### config.mk
export PLATFORM = sky130hd
export DESIGN_NAME = tps_ram
export DESIGN_NICKNAME = d
export VERILOG_FILES = /design/src/hdl/tps_ram.sv
export SDC_FILE = /design/constraint.sdc
export NUM_CORES = 1
export LEC_CHECK = 0
export BUFFER_PORTS_ARGS = -buffer_cell sky130_fd_sc_hd__buf_2
export CAP_MARGIN = 20
export CORE_ASPECT_RATIO = 2
export CORE_MARGIN = 2
export CORE_UTILIZATION = 57
export CTS_CLUSTER_SIZE = 25
export DETAILED_ROUTE_END_ITERATION = 16
export PLACE_DENSITY = 0.75
export REMOVE_ABC_BUFFERS = 1
export SETUP_SLACK_MARGIN = 0.3
export SLEW_MARGIN = 15
export SYNTH_ARGS = -nofsm -noshare
export SYNTH_HDL_FRONTEND = slang
export SYNTH_SLANG_ARGS = --single-unit
### constraint.sdc
create_clock -name clk_i -period 2.2 [get_ports clk_i]
set_input_delay 0.44 -clock clk_i [delete_from_list [all_inputs] [get_ports clk_i]]
set_output_delay 0.44 -clock clk_i [all_outputs]
set_load 0.05 [all_outputs]
### src/hdl/tps_ram.sv
// Generic single-port-write, single-port-read RAM with registered read.
// No dependencies.
module tps_ram #(
  parameter int WIDTH = 8,
  parameter int DEPTH = 16
) (
  input  logic                     clk_i,
  input  logic                     we_i,
  input  logic [$clog2(DEPTH)-1:0] waddr_i,
  input  logic [WIDTH-1:0]         wdata_i,
  input  logic [$clog2(DEPTH)-1:0] raddr_i,
  output logic [WIDTH-1:0]         rdata_o
);

  logic [WIDTH-1:0] mem_q [DEPTH];
  logic [WIDTH-1:0] rdata_q;

  always_ff @(posedge clk_i) begin
    if (we_i) begin
      mem_q[waddr_i] <= wdata_i;
    end
    rdata_q <= mem_q[raddr_i];
  end

  assign rdata_o = rdata_q;

endmodule

==> reports/metrics.cfg <==
[global_routing]
grt_start_max_net_pins = 33
grtUsageMet1_pct = 26.30
grtUsageMet2_pct = 36.16
grt.busiest_layer = met2
globalRouteMet3Util_pct = 8.528
grt_usage_pct = 22.44
grt_pass1_wl_um = 15330
gr-total-overflow = 0
grt_pass1_vias = 2680
antenna_found_initial = 0

[timing]
max-slew-margin-rel_pct = 50.28
setup_viol = 0
fmax_mhz = 691.9
maxSlewViolCount = 0
min_period_over_period_pct = 65.69
worst_pin_slew_ns = 0.7430
finClkSkew_ns = 0.008197
report.final.hold_viol_count = 0
setup_tns_ns = 0
finalCriticalPeriod_ns = 1.445
rsz0062_at_grt = false

[setup_path]
reg2reg_to = rdata_o[3]
crit_fanout = 32
reg2reg_from = mem_q[1][3]
cp-start-kind = primary input
cp.arrival_ns = 1.73
rrSetupSlack_ns = 0.89
endpoint_kind = register
worstPathRequired_ns = 2.49
crit_slowest_cell = mux4_1
path_cells = buf_2 > buf_12 > mux4_1 > a22oi_1 > nand2_1
worstSetupPathType = in2reg
reg2regPathDepth = 3
cpPeakStageDelay_ns = 0.62

[logic_synthesis]
synth_edf_count = 128
synth_top_family_by_area = multiplexers
synth.distinct_cells = 19
yosysWarnings = 0
synthArstFlopShare_pct = 0
synthAdderAreaFrac_pct = 0
ys.flop_type = edfxtp_1
synth_seq_area_share_pct = 77.78
synth_simple_gate_area_share_pct = 3.184
synth_seq_cells = 136
avgSynthCellArea_um2 = 22.48
synth.area.mux_share_pct = 15.02
synth_xor_area_share_pct = 0
synth_compound_area_share_pct = 2.333
netlist_area_um2 = 5147
syn_inst = 229

[placed_design]
place_congestion = 0.8571
port_buffers = 25
dp_hpwl_um = 6212
dp_cells = 366

[floorplanning]
start_util_pct = 57.90
die_area_um2 = 9853
io_pins = 26
die_y_um = 138.4
placeableCoreArea_um2 = 8890
die_w_um = 71.20
num_rows = 49

[power]
cellLeakagePower_nw = 2.089
pwr_density_cell_nw_per_um2 = 986.0
ir_drop_uv = 732.0

[cts]
post_cts_buffers = 0
cts_resized = 0
cts_root_buf = clkbuf_16
clk_pin_slew_ns = 0.06
cts-htree-levels = 4
clk_path_buf_depth = 2
cts_tree = done
clk_latency_ns = 0.41
cts_made_buffers = 17
cts_sinks = 136
hold_buffers = 0

[layout]
final_cells = 398
syn2layout_area_growth_pct = 17.72
nFillCells = 540
drive_above_1_share_pct = 30.41
fin_nets = 301
diodes = 0

[drt]
ant_nets = 0
first_pass_iters = 5
vias_per_cell = 6.334
drc = 0
drtIter0Drc = 232
routed_wl_um = 9867
vias = 2521
wl_per_cell_um = 24.79

[worst_hold_path]
min_path_cells = 1
hp-class = in2reg
hold_end = mem_q[12][1]
hold_start = wdata_i[1]

[outcome]
status = completed

[job]
maxCapViolCount = 0

cells by family after synthesis:
group | count (synthesis)
buffers and inverters | 10
AOI/OAI and AO/OA | 16
muxes | 32
DFF | 136
and+or+nand+nor | 35
power breakdown:
group          switching (mW)  internal [mW]
registers              0.0150           2.90
logic                   0.207          0.117
clock network           0.976           1.76
total                    1.20           4.78
registers in the layout, summed over array words and instances, names as in the netlist:
signal   flops
mem_q      128
rdata_o      8
layout by cell type, fill, tap and decap left out, types with 5 or more instances in the layout:
master and n:
mux4_2 18, mux4_1 14, nor2_1 13, nand2_1 9
clkinv_2 5, a22oi_1 16, clkbuf_16 17, buf_2 25
edfxtp_1 128, buf_4 18, dfxtp_1 8
routing by layer:
layer	wire length, um	share of wire (%)	vias up
met1	3508	36	1308
met3	587	5.9	22
met4	331	3.4	0
li1	-	-	1080
met5	0	0	-
met2	5441	55	111
worst max-delay path: cells and delay by family:
kind / cells / cell delay [ns]
mux: 1 / 0.62
buf+inv: 2 / 0.34
compound gates: 1 / 0.21
simple gates: 1 / 0.09
worst max-delay path by stage:
| stage | startpoint | depth (start not counted) | endpoint | slack [ns] |
|---|---|---|---|---|
| finish | raddr_i[0] | 5 | rdata_o[3] | 0.75 |
| global placement | raddr_i[0] | 5 | rdata_o[2] | 0.36 |
| detailed placement | raddr_i[0] | 5 | rdata_o[3] | 0.33 |
| global route | rdata_o[6] | 1 | rdata_o[6] | 0.69 |
| floorplan | waddr_i[2] | 2 | mem_q[0][0] | 0.27 |
| CTS | rdata_o[6] | 1 | rdata_o[6] | 0.70 |
through the flow:
| stage | util (%) | instance area, um^2 | power (mW) | setup WS (ns) | hold slack [ns] |
|---|---|---|---|---|---|
| floorplan | - | 5061 | 3.140 | 0.2671 | 0.5389 |
| CTS | 68.16 | 6060 | 6.020 | 0.7049 | 0.3951 |
| global route | 68.16 | 6060 | 6.172 | 0.6890 | 0.3988 |
| global placement | 61.75 | 5489 | 3.282 | 0.3589 | 0.6490 |
| detailed placement | 61.75 | 5489 | 3.293 | 0.3281 | 0.6582 |
| finish | 68.16 | 6060 | 5.975 | 0.7548 | 0.3987 |
cell type report:
class | instances | area, um^2 | area share (%)
clock inverters | 11 | 130.1 | 2.147
flip-flops and latches | 136 | 4004 | 66.07
multi-input cells | 83 | 1057 | 17.45
well taps | 102 | 127.6 | 2.106
clock buffers | 21 | 440.4 | 7.268
repair buffers | 45 | 300.3 | 4.956
Yosys cell counts, types with 2 or more instances:
cell / count / area share (%)
a22oi_1: 16 / 2.3
nand2b_1: 2 / 0.24
buf_2: 3 / 0.29
buf_6: 3 / 0.66
dfxtp_1: 8 / 3.1
clkdlybuf4s25_2: 3 / 0.58
mux4_2: 18 / 7.9
nand2_1: 9 / 0.66
nand3b_1: 2 / 0.29
nor3_1: 4 / 0.39
edfxtp_1: 128 / 75
nor2_1: 13 / 0.95
mux4_1: 14 / 7.1
(Power assumes the default switching activity.)
